$ cat src/design/lsab_pkg.sv
package lsab_pkg;

  // Field and register widths
  localparam int BEAM_CNT_W = 7;
  localparam int TOL_W      = 6;
  localparam int ANGLE_W    = 9;
  localparam int DIST_W     = 16;
  localparam int SLOT_W     = 6;
  localparam int CFG_DATA_W = 7;
  localparam int CFG_IDX_W  = 1;

  localparam int MAX_BEAMS_DEF = 64;

  localparam logic [BEAM_CNT_W-1:0] BEAM_CNT_RST = 7'd32;
  localparam logic [TOL_W-1:0]      TOL_RST      = 6'd5;
  // "no previous angle" marker
  localparam logic [ANGLE_W-1:0]    ANGLE_NONE   = 9'd500;

  localparam int DEG_FULL = 360;
  localparam int DEG_HALF = 180;

  localparam int QUEUE_DEPTH    = 2;
  // quotient bits resolved per divider cycle
  localparam int DIV_RADIX_BITS = 4;

  typedef enum logic [CFG_IDX_W-1:0] {
    CFG_BEAM_COUNT = 1'b0,
    CFG_ANGLE_TOL  = 1'b1
  } cfg_reg_e;

  typedef enum logic [1:0] {
    ST_IDLE,
    ST_DIV,
    ST_APPLY,
    ST_EMIT
  } eng_state_e;

  typedef struct packed {
    logic [ANGLE_W-1:0] angle;
    logic [DIST_W-1:0]  distance;
  } reading_t;

  typedef struct packed {
    logic     valid;
    reading_t data;
  } queue_out_t;

endpackage

$ cat src/design/lsab_queue.sv
module lsab_queue (
  input  logic                  clk_i,
  input  logic                  rst_ni,
  input  logic                  push_valid_i,
  output logic                  push_ready_o,
  input  lsab_pkg::reading_t    push_data_i,
  input  logic                  pop_i,
  output lsab_pkg::queue_out_t  head_o
);

  localparam int Depth = lsab_pkg::QUEUE_DEPTH;
  localparam int PtrW  = (Depth > 1) ? $clog2(Depth) : 1;
  localparam int CntW  = $clog2(Depth + 1);

  lsab_pkg::reading_t entry_q [Depth];
  logic [PtrW-1:0]    wr_q, rd_q;
  logic [CntW-1:0]    cnt_q;
  logic               push;

  assign push_ready_o = (cnt_q != CntW'(Depth));
  assign push         = push_valid_i && push_ready_o;

  assign head_o.valid = (cnt_q != '0);
  assign head_o.data  = entry_q[rd_q];

  always_ff @(posedge clk_i or negedge rst_ni) begin
    if (!rst_ni) begin
      wr_q  <= '0;
      rd_q  <= '0;
      cnt_q <= '0;
    end else begin
      if (push) begin
        wr_q <= (wr_q == PtrW'(Depth - 1)) ? '0 : wr_q + PtrW'(1);
      end
      if (pop_i) begin
        rd_q <= (rd_q == PtrW'(Depth - 1)) ? '0 : rd_q + PtrW'(1);
      end
      case ({push, pop_i})
        2'b10:   cnt_q <= cnt_q + CntW'(1);
        2'b01:   cnt_q <= cnt_q - CntW'(1);
        default: cnt_q <= cnt_q;
      endcase
    end
  end

  always_ff @(posedge clk_i) begin
    if (push) begin
      entry_q[wr_q] <= push_data_i;
    end
  end

endmodule

$ cat src/design/lsab_div.sv
module lsab_div #(
  parameter int NumW = 15,
  parameter int DenW = 7
) (
  input  logic            clk_i,
  input  logic            rst_ni,
  input  logic            start_i,
  input  logic [NumW-1:0] numer_i,
  input  logic [DenW-1:0] denom_i,
  output logic            done_o,
  output logic [NumW-1:0] quot_o
);

  localparam int Bits  = lsab_pkg::DIV_RADIX_BITS;
  localparam int Steps = (NumW + Bits - 1) / Bits;
  localparam int PadW  = Steps * Bits;
  localparam int StW   = $clog2(Steps + 1);

  logic [PadW-1:0] work_q, work_d;
  logic [DenW-1:0] rem_q, rem_d;
  logic [DenW-1:0] den_q;
  logic [StW-1:0]  step_q;
  logic            done_q;

  // restoring division, Bits quotient bits per cycle; quotient shifts in
  // behind the numerator bits
  always_comb begin
    logic [DenW:0]   r;
    logic [PadW-1:0] w;
    r = {1'b0, rem_q};
    w = work_q;
    for (int i = 0; i < Bits; i++) begin
      r = {r[DenW-1:0], w[PadW-1]};
      w = {w[PadW-2:0], 1'b0};
      if (r >= {1'b0, den_q}) begin
        r    = r - {1'b0, den_q};
        w[0] = 1'b1;
      end
    end
    rem_d  = r[DenW-1:0];
    work_d = w;
  end

  always_ff @(posedge clk_i or negedge rst_ni) begin
    if (!rst_ni) begin
      step_q <= '0;
      done_q <= 1'b0;
    end else begin
      done_q <= 1'b0;
      if (start_i) begin
        step_q <= StW'(Steps);
      end else if (step_q != '0) begin
        step_q <= step_q - StW'(1);
        if (step_q == StW'(1)) begin
          done_q <= 1'b1;
        end
      end
    end
  end

  always_ff @(posedge clk_i) begin
    if (start_i) begin
      work_q <= PadW'(numer_i);
      rem_q  <= '0;
      den_q  <= denom_i;
    end else if (step_q != '0) begin
      work_q <= work_d;
      rem_q  <= rem_d;
    end
  end

  assign done_o = done_q;
  assign quot_o = work_q[NumW-1:0];

endmodule

$ cat src/design/lsab_engine.sv
module lsab_engine #(
  parameter int MaxBeams = lsab_pkg::MAX_BEAMS_DEF
) (
  input  logic                            clk_i,
  input  logic                            rst_ni,
  input  logic [lsab_pkg::BEAM_CNT_W-1:0] beam_count_i,
  input  logic [lsab_pkg::TOL_W-1:0]      angle_tol_i,
  input  lsab_pkg::queue_out_t            head_i,
  output logic                            pop_o,
  output logic                            out_valid_o,
  input  logic                            out_ready_i,
  output logic [lsab_pkg::SLOT_W-1:0]     slot_number_o,
  output logic [lsab_pkg::DIST_W-1:0]     slot_distance_o,
  output logic                            last_of_scan_o
);

  localparam int CntW = $clog2(MaxBeams + 1);
  localparam int IdxW = (MaxBeams > 1) ? $clog2(MaxBeams) : 1;
  localparam int NumW = $clog2(MaxBeams * lsab_pkg::DEG_FULL + 1);
  localparam int EvW  = NumW + 1;
  localparam int AW   = lsab_pkg::ANGLE_W;
  localparam int DW   = lsab_pkg::DIST_W;

  lsab_pkg::eng_state_e state_q, state_d;

  logic [CntW-1:0]    count;
  logic [CntW-1:0]    slot_q, slot_d, slot_p1, slot_adv, slot_mask;
  logic [AW-1:0]      prev_q, prev_d;
  lsab_pkg::reading_t item_q;

  // divider
  logic               div_start, div_done;
  logic [NumW-1:0]    div_numer, div_quot;

  // evaluation
  logic [EvW-1:0]     ev_angle, ev_tol, ev_tgt, dt_full;
  logic               in_win, in_win_q;
  logic [AW-1:0]      dt_q, dp, dp_q, d9;
  logic               closer, do_store, do_adv, do_emit;

  // scan store
  logic [DW-1:0]      store_mem [MaxBeams];
  logic [MaxBeams-1:0] vld_q;
  logic [IdxW-1:0]    widx, raddr;

  // emission
  logic [CntW-1:0]    k_q, k_d;
  logic               k_last, issue, move;
  logic               pend_q, rvld_q, rlast_q;
  logic [DW-1:0]      rdata_q;
  logic [lsab_pkg::SLOT_W-1:0] rslot_q;
  logic               out_v_q;
  logic [lsab_pkg::SLOT_W-1:0] out_slot_q;
  logic [DW-1:0]      out_dist_q;
  logic               out_last_q;

  always_comb begin
    if (beam_count_i == '0) begin
      count = CntW'(1);
    end else if (beam_count_i > (lsab_pkg::BEAM_CNT_W)'(MaxBeams)) begin
      count = CntW'(MaxBeams);
    end else begin
      count = beam_count_i[CntW-1:0];
    end
  end

  // target = floor((slot+1)*360/count)
  assign slot_p1   = slot_q + CntW'(1);
  assign div_numer = NumW'(slot_p1) * NumW'(lsab_pkg::DEG_FULL);

  lsab_div #(
    .NumW (NumW),
    .DenW (CntW)
  ) u_lsab_div (
    .clk_i   (clk_i),
    .rst_ni  (rst_ni),
    .start_i (div_start),
    .numer_i (div_numer),
    .denom_i (count),
    .done_o  (div_done),
    .quot_o  (div_quot)
  );

  // window test and angular distances
  assign ev_angle = EvW'(item_q.angle);
  assign ev_tol   = EvW'(angle_tol_i);
  assign ev_tgt   = EvW'(div_quot);
  assign in_win   = (ev_angle + ev_tol > ev_tgt) && (ev_angle < ev_tgt + ev_tol);
  // inside the window this is below 64, so no wrap and 9 bits suffice
  assign dt_full  = (ev_tgt > ev_angle) ? ev_tgt - ev_angle : ev_angle - ev_tgt;

  assign d9 = (prev_q > item_q.angle) ? prev_q - item_q.angle : item_q.angle - prev_q;
  always_comb begin
    if (d9 > AW'(lsab_pkg::DEG_HALF)) begin
      dp = (d9 <= AW'(lsab_pkg::DEG_FULL)) ? AW'(lsab_pkg::DEG_FULL) - d9
                                           : d9 - AW'(lsab_pkg::DEG_FULL);
    end else begin
      dp = d9;
    end
  end

  assign closer   = dt_q < dp_q;
  assign do_store = in_win_q && closer;
  assign do_adv   = in_win_q && !closer;
  assign slot_adv = do_adv ? slot_p1 : slot_q;
  assign do_emit  = slot_adv >= count;

  assign slot_mask = slot_q & CntW'(MaxBeams - 1);
  assign widx      = slot_mask[IdxW-1:0];

  // emission read pipeline: issue -> read register -> output register
  assign raddr  = k_q[IdxW-1:0];
  assign k_last = (k_q == count - CntW'(1));
  assign move   = pend_q && (!out_v_q || out_ready_i);

  // next state
  always_comb begin
    state_d = state_q;
    case (state_q)
      lsab_pkg::ST_IDLE: begin
        if (head_i.valid) state_d = lsab_pkg::ST_DIV;
      end
      lsab_pkg::ST_DIV: begin
        if (div_done) state_d = lsab_pkg::ST_APPLY;
      end
      lsab_pkg::ST_APPLY: begin
        state_d = do_emit ? lsab_pkg::ST_EMIT : lsab_pkg::ST_IDLE;
      end
      lsab_pkg::ST_EMIT: begin
        if (issue && k_last) state_d = lsab_pkg::ST_IDLE;
      end
      default: state_d = lsab_pkg::ST_IDLE;
    endcase
  end

  // outputs of the sequencer
  always_comb begin
    pop_o     = 1'b0;
    div_start = 1'b0;
    issue     = 1'b0;
    case (state_q)
      lsab_pkg::ST_IDLE: begin
        pop_o     = head_i.valid;
        div_start = head_i.valid;
      end
      lsab_pkg::ST_EMIT: begin
        issue = !pend_q || move;
      end
      default: ;
    endcase
  end

  always_comb begin
    slot_d = slot_q;
    prev_d = prev_q;
    k_d    = k_q;
    case (state_q)
      lsab_pkg::ST_APPLY: begin
        if (do_emit) begin
          slot_d = '0;
          prev_d = lsab_pkg::ANGLE_NONE;
          k_d    = '0;
        end else begin
          slot_d = slot_adv;
          if (do_store) prev_d = item_q.angle;
        end
      end
      lsab_pkg::ST_EMIT: begin
        if (issue) k_d = k_q + CntW'(1);
      end
      default: ;
    endcase
  end

  always_ff @(posedge clk_i or negedge rst_ni) begin
    if (!rst_ni) begin
      state_q <= lsab_pkg::ST_IDLE;
      slot_q  <= '0;
      prev_q  <= lsab_pkg::ANGLE_NONE;
      k_q     <= '0;
      vld_q   <= '0;
      pend_q  <= 1'b0;
      out_v_q <= 1'b0;
    end else begin
      state_q <= state_d;
      slot_q  <= slot_d;
      prev_q  <= prev_d;
      k_q     <= k_d;
      if (state_q == lsab_pkg::ST_APPLY && do_store) begin
        vld_q[widx] <= 1'b1;
      end
      if (issue) begin
        pend_q <= 1'b1;
      end else if (move) begin
        pend_q <= 1'b0;
      end
      if (move) begin
        out_v_q <= 1'b1;
      end else if (out_ready_i) begin
        out_v_q <= 1'b0;
      end
    end
  end

  always_ff @(posedge clk_i) begin
    if (pop_o) begin
      item_q <= head_i.data;
    end
    if (state_q == lsab_pkg::ST_DIV && div_done) begin
      in_win_q <= in_win;
      dt_q     <= dt_full[AW-1:0];
      dp_q     <= dp;
    end
    if (state_q == lsab_pkg::ST_APPLY && do_store) begin
      store_mem[widx] <= item_q.distance;
    end
    if (issue) begin
      rdata_q <= store_mem[raddr];
      rvld_q  <= vld_q[raddr];
      rslot_q <= (lsab_pkg::SLOT_W)'(k_q);
      rlast_q <= k_last;
    end
    if (move) begin
      out_dist_q <= rvld_q ? rdata_q : '0;
      out_slot_q <= rslot_q;
      out_last_q <= rlast_q;
    end
  end

  assign out_valid_o     = out_v_q;
  assign slot_number_o   = out_slot_q;
  assign slot_distance_o = out_dist_q;
  assign last_of_scan_o  = out_last_q;

endmodule

$ cat src/design/lidar_scan_angle_binner_top.sv
// Lidar scan angle binner.
//
// Readings (angle in degrees, distance) enter on the in_* valid/ready channel.
// Each accepted word waits in a two-entry queue, then the back end computes
// the current slot's target angle floor((slot+1)*360/count) on an iterative
// divider, checks the tolerance window and, inside it, either stores the
// distance for the slot or advances to the next slot. When the slot index
// reaches the beam count, the whole scan goes out on the result_* channel:
// one word per slot, slots 0..count-1 in order, last_of_scan_o set on the last.
// The back end handles one reading at a time: pop and divider start, divider
// steps at 4 quotient bits each, window evaluation, store/advance.
// A scan burst passes the read register and the output register after the
// decision and then runs at one word per cycle while result_ready_i is high.
// A receiver stall holds the output word; the queue keeps taking readings
// until it is full, then in_ready_o drops.
// Reset clears the queue, slot index and previous angle, marks every slot as
// unwritten (reads as zero distance) and loads beam_count = 32, tolerance = 5.
// Config writes (cfg_we_i, cfg_index_i, cfg_data_i) take effect at once and
// are to be issued only while the block is idle.
module lidar_scan_angle_binner_top #(
  parameter int MAX_BEAMS = lsab_pkg::MAX_BEAMS_DEF
) (
  input  logic                            clk_i,
  input  logic                            rst_ni,
  input  logic                            cfg_we_i,
  input  logic [lsab_pkg::CFG_IDX_W-1:0]  cfg_index_i,
  input  logic [lsab_pkg::CFG_DATA_W-1:0] cfg_data_i,
  input  logic                            in_valid_i,
  output logic                            in_ready_o,
  input  logic [lsab_pkg::ANGLE_W-1:0]    reading_angle_i,
  input  logic [lsab_pkg::DIST_W-1:0]     reading_distance_i,
  output logic                            result_valid_o,
  input  logic                            result_ready_i,
  output logic [lsab_pkg::SLOT_W-1:0]     slot_number_o,
  output logic [lsab_pkg::DIST_W-1:0]     slot_distance_o,
  output logic                            last_of_scan_o
);

  logic [lsab_pkg::BEAM_CNT_W-1:0] beam_count_q;
  logic [lsab_pkg::TOL_W-1:0]      angle_tol_q;

  lsab_pkg::reading_t   in_word;
  lsab_pkg::queue_out_t head;
  logic                 pop;

  // config registers; no read-back
  always_ff @(posedge clk_i or negedge rst_ni) begin
    if (!rst_ni) begin
      beam_count_q <= lsab_pkg::BEAM_CNT_RST;
      angle_tol_q  <= lsab_pkg::TOL_RST;
    end else if (cfg_we_i) begin
      case (lsab_pkg::cfg_reg_e'(cfg_index_i))
        lsab_pkg::CFG_BEAM_COUNT: beam_count_q <= cfg_data_i;
        lsab_pkg::CFG_ANGLE_TOL:  angle_tol_q  <= cfg_data_i[lsab_pkg::TOL_W-1:0];
        default: ;
      endcase
    end
  end

  assign in_word.angle    = reading_angle_i;
  assign in_word.distance = reading_distance_i;

  // front: input queue decouples the reading source from the slot engine
  lsab_queue u_lsab_queue (
    .clk_i        (clk_i),
    .rst_ni       (rst_ni),
    .push_valid_i (in_valid_i),
    .push_ready_o (in_ready_o),
    .push_data_i  (in_word),
    .pop_i        (pop),
    .head_o       (head)
  );

  // back: target division, window decision, scan store and emission
  lsab_engine #(
    .MaxBeams (MAX_BEAMS)
  ) u_lsab_engine (
    .clk_i           (clk_i),
    .rst_ni          (rst_ni),
    .beam_count_i    (beam_count_q),
    .angle_tol_i     (angle_tol_q),
    .head_i          (head),
    .pop_o           (pop),
    .out_valid_o     (result_valid_o),
    .out_ready_i     (result_ready_i),
    .slot_number_o   (slot_number_o),
    .slot_distance_o (slot_distance_o),
    .last_of_scan_o  (last_of_scan_o)
  );

endmodule

$ cat config.mk
export PLATFORM = sky130hd
export DESIGN_NAME = lidar_scan_angle_binner_top
export DESIGN_NICKNAME = d
export VERILOG_FILES = /design/src/design/lsab_pkg.sv /design/src/design/lsab_queue.sv /design/src/design/lsab_div.sv /design/src/design/lsab_engine.sv /design/src/design/lidar_scan_angle_binner_top.sv
export SDC_FILE = /design/constraint.sdc
export NUM_CORES = 1
export LEC_CHECK = 0
export ABC_CLOCK_PERIOD_IN_PS = 9220
export BUFFER_PORTS_ARGS = -buffer_cell sky130_fd_sc_hd__buf_2
export CORE_MARGIN = 2
export CORE_UTILIZATION = 55
export DETAILED_ROUTE_END_ITERATION = 6
export PLACE_DENSITY = 0.71
export SYNTH_ARGS = -nofsm -noshare
export SYNTH_HDL_FRONTEND = slang
export SYNTH_SLANG_ARGS = --single-unit
$ cat constraint.sdc
create_clock -name clk_i -period 9.22 [get_ports clk_i]
set_clock_uncertainty 0.1 [all_clocks]
set_input_delay 0.461 -clock clk_i [delete_from_list [all_inputs] [get_ports clk_i]]
set_output_delay 0.461 -clock clk_i [all_outputs]
set_load 0.01 [all_outputs]
After elaboration in Yosys (flattened, before gate mapping)
Memory sizes are Yosys's and may differ from the RTL's. A register that Yosys moved wholly into a read port is not among the register bits.
Index checks and enable logic that the tools add are counted.
- $add $sub $neg: 20
- multiply operators: 1
- order comparisons: 16
- equality and inequality tests: 13
- multiplexer cells: 50
- bitwise operators: 2
- reductions and logical operators: 29
- operators by type and width (kind ; count):
    7-bit two-way mux ; 10
    64-bit OR ; 1
    9-bit two-way mux ; 6
    9-bit subtractor ; 4
    8-bit by 7-bit >= comparator with 1-bit output ; 4
    15-bit two-way mux ; 2
    7-bit subtractor ; 4
    1-bit two-way mux ; 21
    15-bit by 6-bit adder with 16-bit output ; 1
    9-bit by 16-bit less-than comparator with 1-bit output ; 1
    10-bit by 15-bit > comparator with 1-bit output ; 1
    15-bit by 9-bit > comparator with 1-bit output ; 1
    7-bit by 1-bit adder with 7-bit output (second input constant) ; 2
    6-bit by 7-bit less-than comparator with 1-bit output (second input constant) ; 2
    7-bit one-hot mux with 2 select lines ; 1
    2-bit nonzero test ; 7
    7-bit by 6-bit multiplier with 12-bit output (second input constant) ; 1
    9-bit by 6-bit adder with 10-bit output ; 1
    9-bit by 8-bit > comparator with 1-bit output (second input constant) ; 1
    9-bit > comparator ; 1
    9-bit <= comparator (second input constant) ; 1
    1-bit logical AND ; 9
    9-bit less-than comparator ; 1
    9-bit subtractor (first input constant) ; 1
    other kinds (29) ; 47
- register bits after elaboration: 192
- RAM bits: 1074
- bits of input ports: 38
- output and inout bits: 25
- memories kept: 2
- memories (memory ; depth ; width ; rd ports ; clocked after memory_dff ; wr ports ; RTL line ; text):
    u_lsab_engine.store_mem ; 64 ; 16 ; 1 ; 1 ; 1 ; lsab_engine.sv:42 ; logic [DW-1:0] store_mem [MaxBeams];
    u_lsab_queue.entry_q ; 2 ; 25 ; 1 ; 1 ; 1 ; lsab_queue.sv:15 ; lsab_pkg::reading_t entry_q [Depth];

Depth between registers and ports, before layout
Gate-level depths: netlist of the first run.
- depth in word-level cells: 10
- depth in mapped cells: 37
- mapped depth without buffers: 34

Cells and area by module
Synthesis of the first run repeated with hierarchy kept, for this count alone.
- cell total of the unflattened synthesis: 2948
- area total of the unflattened synthesis: 55769.7 µm²
- modules (own cells, without submodules) (module ; times used ; cells each ; area an instance (µm²) ; seq. area each (µm²)):
    lsab_engine ; 1 ; 2507 ; 50043.0 ; 35766.8
    lsab_div ; 1 ; 318 ; 3094.2 ; 920.9
    lsab_queue ; 1 ; 94 ; 2099.5 ; 1601.5
    lidar_scan_angle_binner_top ; 1 ; 29 ; 533.0 ; 329.1

Worst setup path after synthesis of the first run
Ideal clock, no wire load.
- kind: flip-flop to flip-flop
- start point: register u_lsab_engine.u_lsab_div.den_q[1]
- end point: register u_lsab_engine.u_lsab_div.rem_q[0]
- arrival: 7.731 ns
- setup slack: 1.319 ns
- stages on the path, launching flop included: 34
- clock period less this slack: 7.901 ns
- cells stage by stage: edfxtp_1 -> inv_1 -> fa_1 -> a211o_1 -> a211oi_1 -> o21ba_2 -> buf_2 -> mux2_2 -> fa_1 -> nand2b_1 -> a21boi_0 -> o21ai_0 -> a21oi_1 -> a311o_1 -> clkbuf_1 -> mux2_2 -> ha_1 -> o21ai_0 -> a21oi_1 -> o32ai_1 -> o311ai_0 -> mux2i_1 -> buf_2 -> mux2i_1 -> ha_1 -> nor2b_1 -> o21ai_0 -> nand2b_1 -> a21o_1 -> a21o_1 -> o21ai_0 -> o2111ai_4 -> mux2_2 -> a21oi_1
- longest elaborated chain between the ends: 8
- elaborated cells on any way between the ends: 11
- RTL lines (element ; RTL line ; text):
    start: declaration ; lsab_div.sv:21 ; logic [DenW-1:0] den_q;
    start signal: assignment ; lsab_div.sv:65 ; den_q <= denom_i;
    7-bit subtractor / 8-bit by 7-bit >= comparator with 1-bit output (equally long branches) ; lsab_div.sv:36, lsab_div.sv:35 ;
    7-bit two-way mux ; lsab_div.sv:35 ; if (r >= {1'b0, den_q}) begin
    7-bit subtractor / 8-bit by 7-bit >= comparator with 1-bit output (equally long branches) ; lsab_div.sv:36, lsab_div.sv:35 ;
    7-bit two-way mux ; lsab_div.sv:35 ;
    7-bit subtractor / 8-bit by 7-bit >= comparator with 1-bit output (equally long branches) ; lsab_div.sv:36, lsab_div.sv:35 ;
    7-bit two-way mux ; lsab_div.sv:35 ;
    8-bit by 7-bit >= comparator with 1-bit output (*) ; lsab_div.sv:35 ;
    7-bit two-way mux (*) ; lsab_div.sv:35 ;
    end signal: assignment ; lsab_div.sv:68 ; rem_q <= rem_d;
    end: declaration ; lsab_div.sv:20 ; logic [DenW-1:0] rem_q, rem_d;
Mark *: on every way between the ends. The rest lies on a longest branch, timed or not.
A chain may end at the register's enable or synchronous reset.

Final worst setup path of the first run
- start point: register u_lsab_engine.u_lsab_div.den_q[0]
- end point: register u_lsab_engine.u_lsab_div.rem_q[1]
- longest elaborated chain between the ends: 8
- elaborated cells on any way between the ends: 12
- RTL lines (element ; RTL line):
    7-bit subtractor / 8-bit by 7-bit >= comparator with 1-bit output (equally long branches) ; lsab_div.sv:36, lsab_div.sv:35
    7-bit two-way mux ; lsab_div.sv:35
    7-bit subtractor / 8-bit by 7-bit >= comparator with 1-bit output (equally long branches) ; lsab_div.sv:36, lsab_div.sv:35
    7-bit two-way mux ; lsab_div.sv:35
    8-bit by 7-bit >= comparator with 1-bit output / 7-bit subtractor (equally long branches) ; lsab_div.sv:35, lsab_div.sv:36
    7-bit two-way mux ; lsab_div.sv:35
    7-bit subtractor / 8-bit by 7-bit >= comparator with 1-bit output (equally long branches) ; lsab_div.sv:36, lsab_div.sv:35
    7-bit two-way mux (*) ; lsab_div.sv:35
Marked as above.

==> results, run 1 <==
- The number of max-cap violations is 0.
- Clock tree synthesis inserted a total of 135 buffers.
- Data on the critical path is required at its endpoint by 9.80 ns.
- The pin count of the biggest net entering global routing is 158.
- The most repeated cell in the gate-level netlist after synthesis is sky130_fd_sc_hd__edfxtp_1.
- The global-route track usage on met3 is 0.0512.
- Setup repair after global routing left no endpoint under its margin.
- Of all nets on the critical path, the largest fanout is 8.
- The main flop type after synthesis is sky130_fd_sc_hd__edfxtp_1.
- The global-route usage over all layers is 0.268.
- In this run the cell area measured after placement is 0.0581 sq mm.
- The post-synth design cell area is 0.0554 sq mm.
- After detailed routing, the total wire length is 134 mm.
- The via count of the first global-routing pass is 29819.
- The run finished with clean final reports.
- The via count normalized by instance count is 6.29.
- The clock period minus worst slack is 8.48 ns.
- The depth of the CTS H-tree is 4.
- Averaged over all synthesized cells, the footprint is 18.8 sq um.
- The width of the die is 321 um.
- After layout, the worst setup slack is 0.742 ns.
- The worst setup path category is reg2reg.
- The total nets after synthesis is 3149.
- The initial utilization of the core area, before any placement, comes to 0.554.
- The wire length per cell is 29.3 um.
- The y dimension of the die is 321 um.
- Of the cells placed in the final design, the portion with a size suffix greater than 1 is 0.284.
- The setup TNS is 0 ns.
- The number of synthesized register bits is 1307.
- The number of distinct standard cells referenced by the synthesized netlist is 83.
- For this run, design rule violations remaining after detail routing come to 0.
- The highest attainable clock frequency is 0.118 GHz.
- The share of the cycle needed by the critical path after routing is 0.920.
- The count of endpoints failing setup in the final report is 0.
- The clock slew seen by the registers of the worst setup and hold paths is 0.06 ns.
- The core footprint is 0.100 sq mm.
- Clock tree synthesis found a total of 1307 sinks.
- The actual slew at the worst max-slew pin is 1.24 ns.
- Data on the critical path arrives at its endpoint at 9.06 ns.
- The total I/O pin count is 63.
- The pre-CTS worst setup slack is 0.709 ns.
- sky130_fd_sc_hd__edfxtp_1 takes more of the synthesized area than any other cell.
- In this run the remaining antenna-violating nets after routing total 0.
- The type of origin of the critical path is a register.
- In the post-synthesis netlist, the biggest area contributors are sky130_fd_sc_hd__edfxtp_1 64%, sky130_fd_sc_hd__mux4_2 15%, sky130_fd_sc_hd__dfrtp_1 4.7%, sky130_fd_sc_hd__ha_1 3.2%, sky130_fd_sc_hd__mux2_2 1.1%.
- The floorplan has 116 rows.
- Summed over all layers, the global routing overflow is 0.
- For this block, the via count after detailed routing is 28833.
- In this run the static leakage power is 21.6 nW.
- The full die area is 0.103 sq mm.
- The total count of hold-check failures in the final report came to 0.
- Port buffering added 62 buffers.
- The largest voltage drop on the vdd net is 0.432 mV.
- The portion of synthesized cell area occupied by the leading cell type is 0.641.
- The worst slew slack as a fraction of its limit is 0.172.
- The critical path capture point type is a register.
- The initial antenna violation count is 4.
- The met2 usage is 0.429.
- The CTS tree is built.
- The count of pins over their slew limit was 0.
- Counting flops with an async set or reset pin after synthesis yields a share of 0.0857.
- The count of cells along the worst register-to-register path is 36.
- The first routing iteration left 3278 violations.
- The routability congestion estimate is 0.858.
- The first global-routing pass estimated 199 mm of wire.
- The number of buffers on the longest clock path is 3.
- The CTS root buffer is sky130_fd_sc_hd__clkbuf_16.
- Relative to the synthesized area, the layout overhead comes to 13.4%.
- The final instance area is 0.0628 sq mm.
- The met1 usage is 0.376.
- The number of flops mapped to enable cells by yosys is 1184.
- The sequential-to-total area share from yosys stat is 0.696.
- The path class of the tightest hold or removal check is in2reg.
- On the worst path, the slowest cell contributes a delay of 0.44 ns.
- The count of warnings emitted by yosys is 0.
- At the end of the flow, the number of nets in the layout was 3366.
- The insertion delay of the later-clocked pin in the worst-skew pair is 0.76 ns.
- The commonest cells after synthesis are 1184 x sky130_fd_sc_hd__edfxtp_1, 357 x sky130_fd_sc_hd__mux4_2, 141 x sky130_fd_sc_hd__ha_1.
- For this design, the slowest cell found on the critical path is sky130_fd_sc_hd__edfxtp_1.
- Summed over all nets, the half-perimeter wirelength after detailed placement is 78.4 mm.
- The post-synthesis cell count is 2952.
- The number of cells on the worst hold path is 3.
- Counting the fill cells in the layout gives 6785.
- The busiest layer in global routing is met2.
- The number of buffers inserted to repair setup after CTS is 0.
- The first-pass iteration count of the detailed router is 5.
- Dividing total power by cell area gives a power density of 356 mW/mm^2.
==> report_power, final <==
part | total [mW] | switching (mW) | internal [mW]
Sequential | 7.65 | 0.398 | 7.26
Combinational | 9.38 | 5.05 | 4.33
Clock | 5.35 | 2.32 | 3.03
==> state kept, by name (all words and copies together) (netlist names), 2 cells and up <==
signal / count
u_lsab_engine.store_mem: 1024
u_lsab_engine.vld_q: 64
u_lsab_queue.entry_q: 50
u_lsab_engine.item_q: 16
u_lsab_engine.rdata_q: 16
u_lsab_engine.slot_distance_o: 16
u_lsab_engine.u_lsab_div.work_q: 16
u_lsab_engine.dp_q: 9
u_lsab_engine.dt_q: 9
u_lsab_engine.ev_angle: 9
u_lsab_engine.prev_q: 9
beam_count_q: 7
u_lsab_engine.k_q: 7
u_lsab_engine.slot_q: 7
u_lsab_engine.u_lsab_div.den_q: 7
u_lsab_engine.u_lsab_div.rem_q: 7
angle_tol_q: 6
u_lsab_engine.rslot_q: 6
u_lsab_engine.slot_number_o: 6
u_lsab_engine.u_lsab_div.step_q: 3
u_lsab_engine.state_q: 2
u_lsab_queue.cnt_q: 2
==> worst paths after layout <==
path                                                             start                                             end  slack [ns]
min reg2reg                         u_lsab_engine.rslot_q[3]$_DFFE_PP_        u_lsab_engine.slot_number_o[3]$_DFFE_PP_        0.32
max reg2reg                u_lsab_engine.u_lsab_div.den_q[0]$_DFFE_PP_  u_lsab_engine.u_lsab_div.rem_q[1]$_SDFFE_PP0N_        0.74
max                        u_lsab_engine.u_lsab_div.den_q[0]$_DFFE_PP_  u_lsab_engine.u_lsab_div.rem_q[1]$_SDFFE_PP0N_        0.74
max in group asynchronous                                       rst_ni             u_lsab_engine.vld_q[36]$_DFFE_PN0P_        7.47
min                                                        cfg_index_i                     beam_count_q[0]$_DFFE_PN0P_        0.14
min in group asynchronous                                       rst_ni  u_lsab_engine.u_lsab_div.step_q[0]$_DFFE_PN0P_        0.16
==> placed cells by master (no fill, tap or decap), types with 11 or more instances in the layout <==
cell,synthesis,final
sky130_fd_sc_hd__fa_1,18,18
sky130_fd_sc_hd__nor3_2,0,51
sky130_fd_sc_hd__mux4_2,357,357
sky130_fd_sc_hd__o211ai_1,14,14
sky130_fd_sc_hd__inv_1,116,115
sky130_fd_sc_hd__o21bai_1,12,12
sky130_fd_sc_hd__or2_2,42,42
sky130_fd_sc_hd__dfrtp_1,103,99
sky130_fd_sc_hd__buf_4,1,120
sky130_fd_sc_hd__clkbuf_16,0,135
sky130_fd_sc_hd__o21ai_0,63,63
sky130_fd_sc_hd__nor3_1,75,21
sky130_fd_sc_hd__nor2b_1,19,19
sky130_fd_sc_hd__xor2_1,26,26
sky130_fd_sc_hd__buf_2,4,61
sky130_fd_sc_hd__nand4_1,18,18
sky130_fd_sc_hd__dlygate4sd3_1,0,37
sky130_fd_sc_hd__mux2i_1,14,14
sky130_fd_sc_hd__edfxtp_1,1184,1184
sky130_fd_sc_hd__nor2_1,75,73
sky130_fd_sc_hd__clkinv_2,0,12
sky130_fd_sc_hd__clkinv_1,1,32
sky130_fd_sc_hd__dfxtp_1,11,11
sky130_fd_sc_hd__nand2b_1,22,22
sky130_fd_sc_hd__nand3_1,32,32
sky130_fd_sc_hd__xnor2_1,55,55
sky130_fd_sc_hd__a21oi_1,62,61
sky130_fd_sc_hd__nand2_1,74,74
sky130_fd_sc_hd__a31o_2,22,22
sky130_fd_sc_hd__and2_1,28,28
sky130_fd_sc_hd__a21o_1,40,40
sky130_fd_sc_hd__clkbuf_1,96,35
sky130_fd_sc_hd__ha_1,141,141
sky130_fd_sc_hd__mux2_2,52,52
==> worst max-delay path: cells and delay by family (launching register included) <==
family                     cells  cell delay (ns)
AOI/OAI and AO/OA             17             3.53
adders and majority gates      5             1.59
buffers and inverters          5             0.70
DFF                            1             0.44
muxes                          5             1.57
and+or+nand+nor                4             0.45
==> metal layers <==
layer  vias to the layer above  routed length [um]
met1                     15099               54800
li1                      12313                   -
met5                         -                   0
met4                         0                3870
met3                       227               10200
met2                      1194               65500
==> final cells by class <==
| class | count | area, sq um | area share |
|---|---|---|---|
| tap | 1298 | 1620 | 0.0258 |
| multi-input combinational | 1389 | 16200 | 0.257 |
| timing repair buffer | 219 | 1600 | 0.0254 |
| clock buffer | 173 | 3550 | 0.0565 |
| inverter | 117 | 439 | 0.00699 |
| clock inverter | 77 | 852 | 0.0136 |
| sequential | 1307 | 38600 | 0.614 |
| antenna | 1 | 2.50 | 0.0000398 |
==> cells by family after synthesis <==
family                     Yosys count  share of synthesized area
AOI/OAI and AO/OA                  297                     0.0366
DFF                               1307                      0.696
xor gates and xnor gates            82                     0.0131
muxes                              423                      0.158
adders and majority gates          159                     0.0383
and+or+nand+nor                    428                     0.0400
buffers and inverters              256                     0.0176
==> timing repair <==
item / CTS / global route
setup endpoints to repair: 0 / 2
hold buffers: 37 / 0
hold endpoints to repair: 102 / 0
resized for setup: 0 / 1
==> stage by stage <==
stage | total power, mW | utilization | hold WS (ns) | std cells
finish | 22.4 | 0.628 | 0.138 | 4581
global route | 23.6 | 0.628 | 0.142 | 4580
CTS | 22.5 | 0.628 | 0.0719 | 4579
detailed placement | 17.1 | 0.581 | 0.305 | 4292
global placement | 17.0 | 0.581 | 0.300 | 4292
floorplan | 14.3 | - | 0.0654 | 2952
No activity file was read; power rests on OpenSTA's default activity.
==> run 2, diff against run 1 <==
- ABC_CLOCK_PERIOD_IN_PS: 9220 -> 10900
- clock period: 9.22 -> 10.9 ns (I/O delays scaled with it)
==> results, run 2 (synthesized netlist as in run 1, its figures left out) <==
- Summing all multi-input logic gate instances after layout gives 0.0162 sq mm.
- The die covers 0.103 sq mm.
- The critical path data arrival time is 9.88 ns.
- The CTS tree is built.
- The clock slew seen by the registers of the worst setup and hold paths is 0.06 ns.
- For the finished layout, the period the worst path requires is 9.32 ns.
- The routability congestion estimate is 0.857.
- By startpoint and endpoint, the worst setup path is classified as reg2reg.
- After routing, the total negative slack on setup checks comes to 0 ns.
- The number of instances resized during post-cts repair is 0.
- The required time at the endpoint of the critical path is 11.46 ns.
- In the global route stage, overall resource usage came out at 0.264.
- The y dimension of the die is 321 um.
- The worst register-to-register path begins at u_lsab_engine.u_lsab_div.den_q[1]$_DFFE_PP_.
- Final hold analysis gives a worst-case slack of 0.0740 ns.
- Derived from the worst setup path, the maximum achievable clock frequency is 0.107 GHz.
- The CTS root buffer is sky130_fd_sc_hd__clkbuf_16.
- The detailed-route DRC error count is 0.
- The leading cell type in the layout, fill and taps excluded is sky130_fd_sc_hd__edfxtp_1.
- Setup repair after global routing left no endpoint under its margin.
- Before antenna repair, the detailed router went through 6 iterations.
- The portion of total power attributed to the clock network is 0.239.
- The count of cells along the worst register-to-register path is 33.
- The number of max-cap violations is 0.
- Once detail routing completed, the nets flagged for antenna violations numbered 0.
- Entering global routing, the biggest net connects 119 pins.
- Along the worst path, the maximum fanout reaches 11.
- The class of the most critical hold timing path is in2reg.
- The actual slew at the worst max-slew pin is 1.33 ns.
- The cell family contributing the most delay on the critical path is compound AO/OA/AOI/OAI gates.
- The count of pins over their slew limit is 0.
- The portion of total power attributed to combinational logic is 0.410.
- After detailed routing, the average wire length per cell comes to 29.1 um.
- In the routed layout, each cell is associated on average with a via count of 6.35.
- The flow ran to the end, and the final reports show no timing, DRC or antenna violations.
- The pre-CTS worst setup slack is 1.61 ns.
- STA classifies the critical path startpoint as a register.
- The number of cells on the critical path is 33.
- The net switching component of the power is 6.46 mW.
- The share of total power dissipated in sequential elements is 0.351.
- The routed design has 133 mm of wire.
- Counting stages on the worst path, the most repeated cell is sky130_fd_sc_hd__o21ai_0.
- The register containing the most flip-flops in the final layout is u_lsab_engine.store_mem.
- The number of cells on the worst hold path is 3.
- The detailed router's first-iteration violation count is 3465.
- The worst setup path is captured at a register.
- Of the total power, the share spent switching nets is 0.348.
- Clock latency on the worst-skew pair, taken at its later pin, is 0.74 ns.
- Relative to the synthesized area, the layout overhead comes to 12.8%.
- The cell at the slowest stage of the critical path is sky130_fd_sc_hd__o32ai_1.
- In this design, the stage delay of the slowest critical-path cell is 0.52 ns.
- The total number of clock tree sinks is 1307.
- The count of endpoints failing setup in the final report is 0.
- The first-pass GRT wire length is 196 mm.
- Across the whole layout, storage elements account for 0.0386 sq mm.
- In this run the most critical hold path is launched from in_valid_i.
- Of the cells placed in the final design, the portion with a size suffix greater than 1 is 0.282.
- The initial antenna violation count is 6.
- The power per standard cell area is 297 mW/mm^2.
- The worst register-to-register path ends at u_lsab_engine.u_lsab_div.rem_q[1]$_SDFFE_PP0N_.
- The total via count in the routed design is 28948.
- The number of buffers inserted during clock tree synthesis is 133.
- The via count of the first global-routing pass is 29810.
- The number of standard-cell rows in the floorplan is 116.
- Buffers placed on the I/O ports in this run total 62.
- The share of the cycle needed by the critical path after routing is 0.855.
- The register-to-register setup slack is 1.58 ns.
- Fill cells in the final layout number 6770.
- The total overflow reported by the global router is 0.
- Across the VDD grid, the largest voltage drop is 0.421 mV.
- During I/O placement, the number of pins put on the boundary was 63.
- Headroom to the max-slew limit came out at 0.107.
- The total count of hold-check failures in the final report is 0.
- The number of buffers on the longest clock path is 3.
- The largest registers in the layout are u_lsab_engine.store_mem x1024, u_lsab_engine.vld_q x64, u_lsab_queue.entry_q x50.
- The number of flip-flops under the largest register name is 1024.
- The post-route total power is 18.6 mW.
- The total leakage power is 21.5 nW.
- The terminating pin of the worst hold path is u_lsab_queue.wr_q$_DFFE_PN0P_.
- After the last flow step, the layout net total stands at 3345.
- The width of the die is 321 um.
- Across all setup checks in the final design, the least slack found is 1.58 ns.
- The cell-internal power is 12.1 mW.
- The depth of the CTS H-tree is 4.
- The starting density of the core is 0.554.
- After floorplanning, the core was sized to cover 0.100 sq mm.
- Detailed placement ended at an HPWL of 78.8 mm.
- The count of buffer and inverter cells on the critical path is 2.
- In the layout the commonest cells are 1184 x sky130_fd_sc_hd__edfxtp_1, 357 x sky130_fd_sc_hd__mux4_2, 141 x sky130_fd_sc_hd__ha_1, 135 x sky130_fd_sc_hd__clkbuf_16, 115 x sky130_fd_sc_hd__inv_1.
run 2: metrics by stage:
stage | std cells | area (sq um) | utilization
floorplan | 2952 | 55400 | -
CTS | 4551 | 62500 | 0.625
global route | 4551 | 62500 | 0.625
global placement | 4277 | 57900 | 0.579
finish | 4556 | 62500 | 0.625
detailed placement | 4277 | 57900 | 0.579
run 2: area by class of cell:
type | count | area share
antenna | 5 | 0.000200
sequential | 1307 | 0.617
clock buffer | 163 | 0.0559
clock inverter | 77 | 0.0121
timing repair buffer | 200 | 0.0231
multi-input combinational | 1389 | 0.259
tap | 1298 | 0.0260
inverter | 117 | 0.00702
run 2: worst reg2reg max path, delay by kind of cell (launching register included):
kind / cells / cell delay [ns]
buffers and inverters: 2 / 0.43
AO/OA/AOI/OAI: 18 / 4.75
flip-flops: 1 / 0.50
adder cells (fa/ha/maj): 4 / 1.60
multiplexers: 4 / 1.28
AND/OR/NAND/NOR: 5 / 0.59
run 2: power by group through the flow:
stage               Sequential [mW]  Combinational [mW]  Clock [mW]
floorplan                      6.48                5.63           0
global placement               6.61                7.52           0
detailed placement             6.62                7.59           0
CTS                            6.52                7.64        4.50
global route                   6.55                8.34        4.70
finish                         6.51                7.62        4.43
run 2: worst max-delay path by stage:
stage                                                     start                                              to  slack, ns
CTS                 u_lsab_engine.u_lsab_div.den_q[1]$_DFFE_PP_  u_lsab_engine.u_lsab_div.rem_q[1]$_SDFFE_PP0N_       1.51
finish              u_lsab_engine.u_lsab_div.den_q[1]$_DFFE_PP_  u_lsab_engine.u_lsab_div.rem_q[1]$_SDFFE_PP0N_       1.58
global route        u_lsab_engine.u_lsab_div.den_q[1]$_DFFE_PP_  u_lsab_engine.u_lsab_div.rem_q[1]$_SDFFE_PP0N_       0.99
floorplan           u_lsab_engine.u_lsab_div.den_q[1]$_DFFE_PP_  u_lsab_engine.u_lsab_div.rem_q[0]$_SDFFE_PP0N_       3.00
global placement    u_lsab_engine.u_lsab_div.den_q[1]$_DFFE_PP_  u_lsab_engine.u_lsab_div.rem_q[1]$_SDFFE_PP0N_       1.58
detailed placement  u_lsab_engine.u_lsab_div.den_q[1]$_DFFE_PP_  u_lsab_engine.u_lsab_div.rem_q[1]$_SDFFE_PP0N_       1.61
run 2: what timing repair did:
action | 4_1_cts | 5_1_grt
hold buffers | 34 | 0
setup buffers | 0 | 0
endpoints found under the hold margin | 116 | 0
run 2: metal layers:
layer  GRT usage  wire [um]
met1       0.372      53800
met2       0.420      64000
met3      0.0555      11600
met4      0.0793       3420
met5           0          0
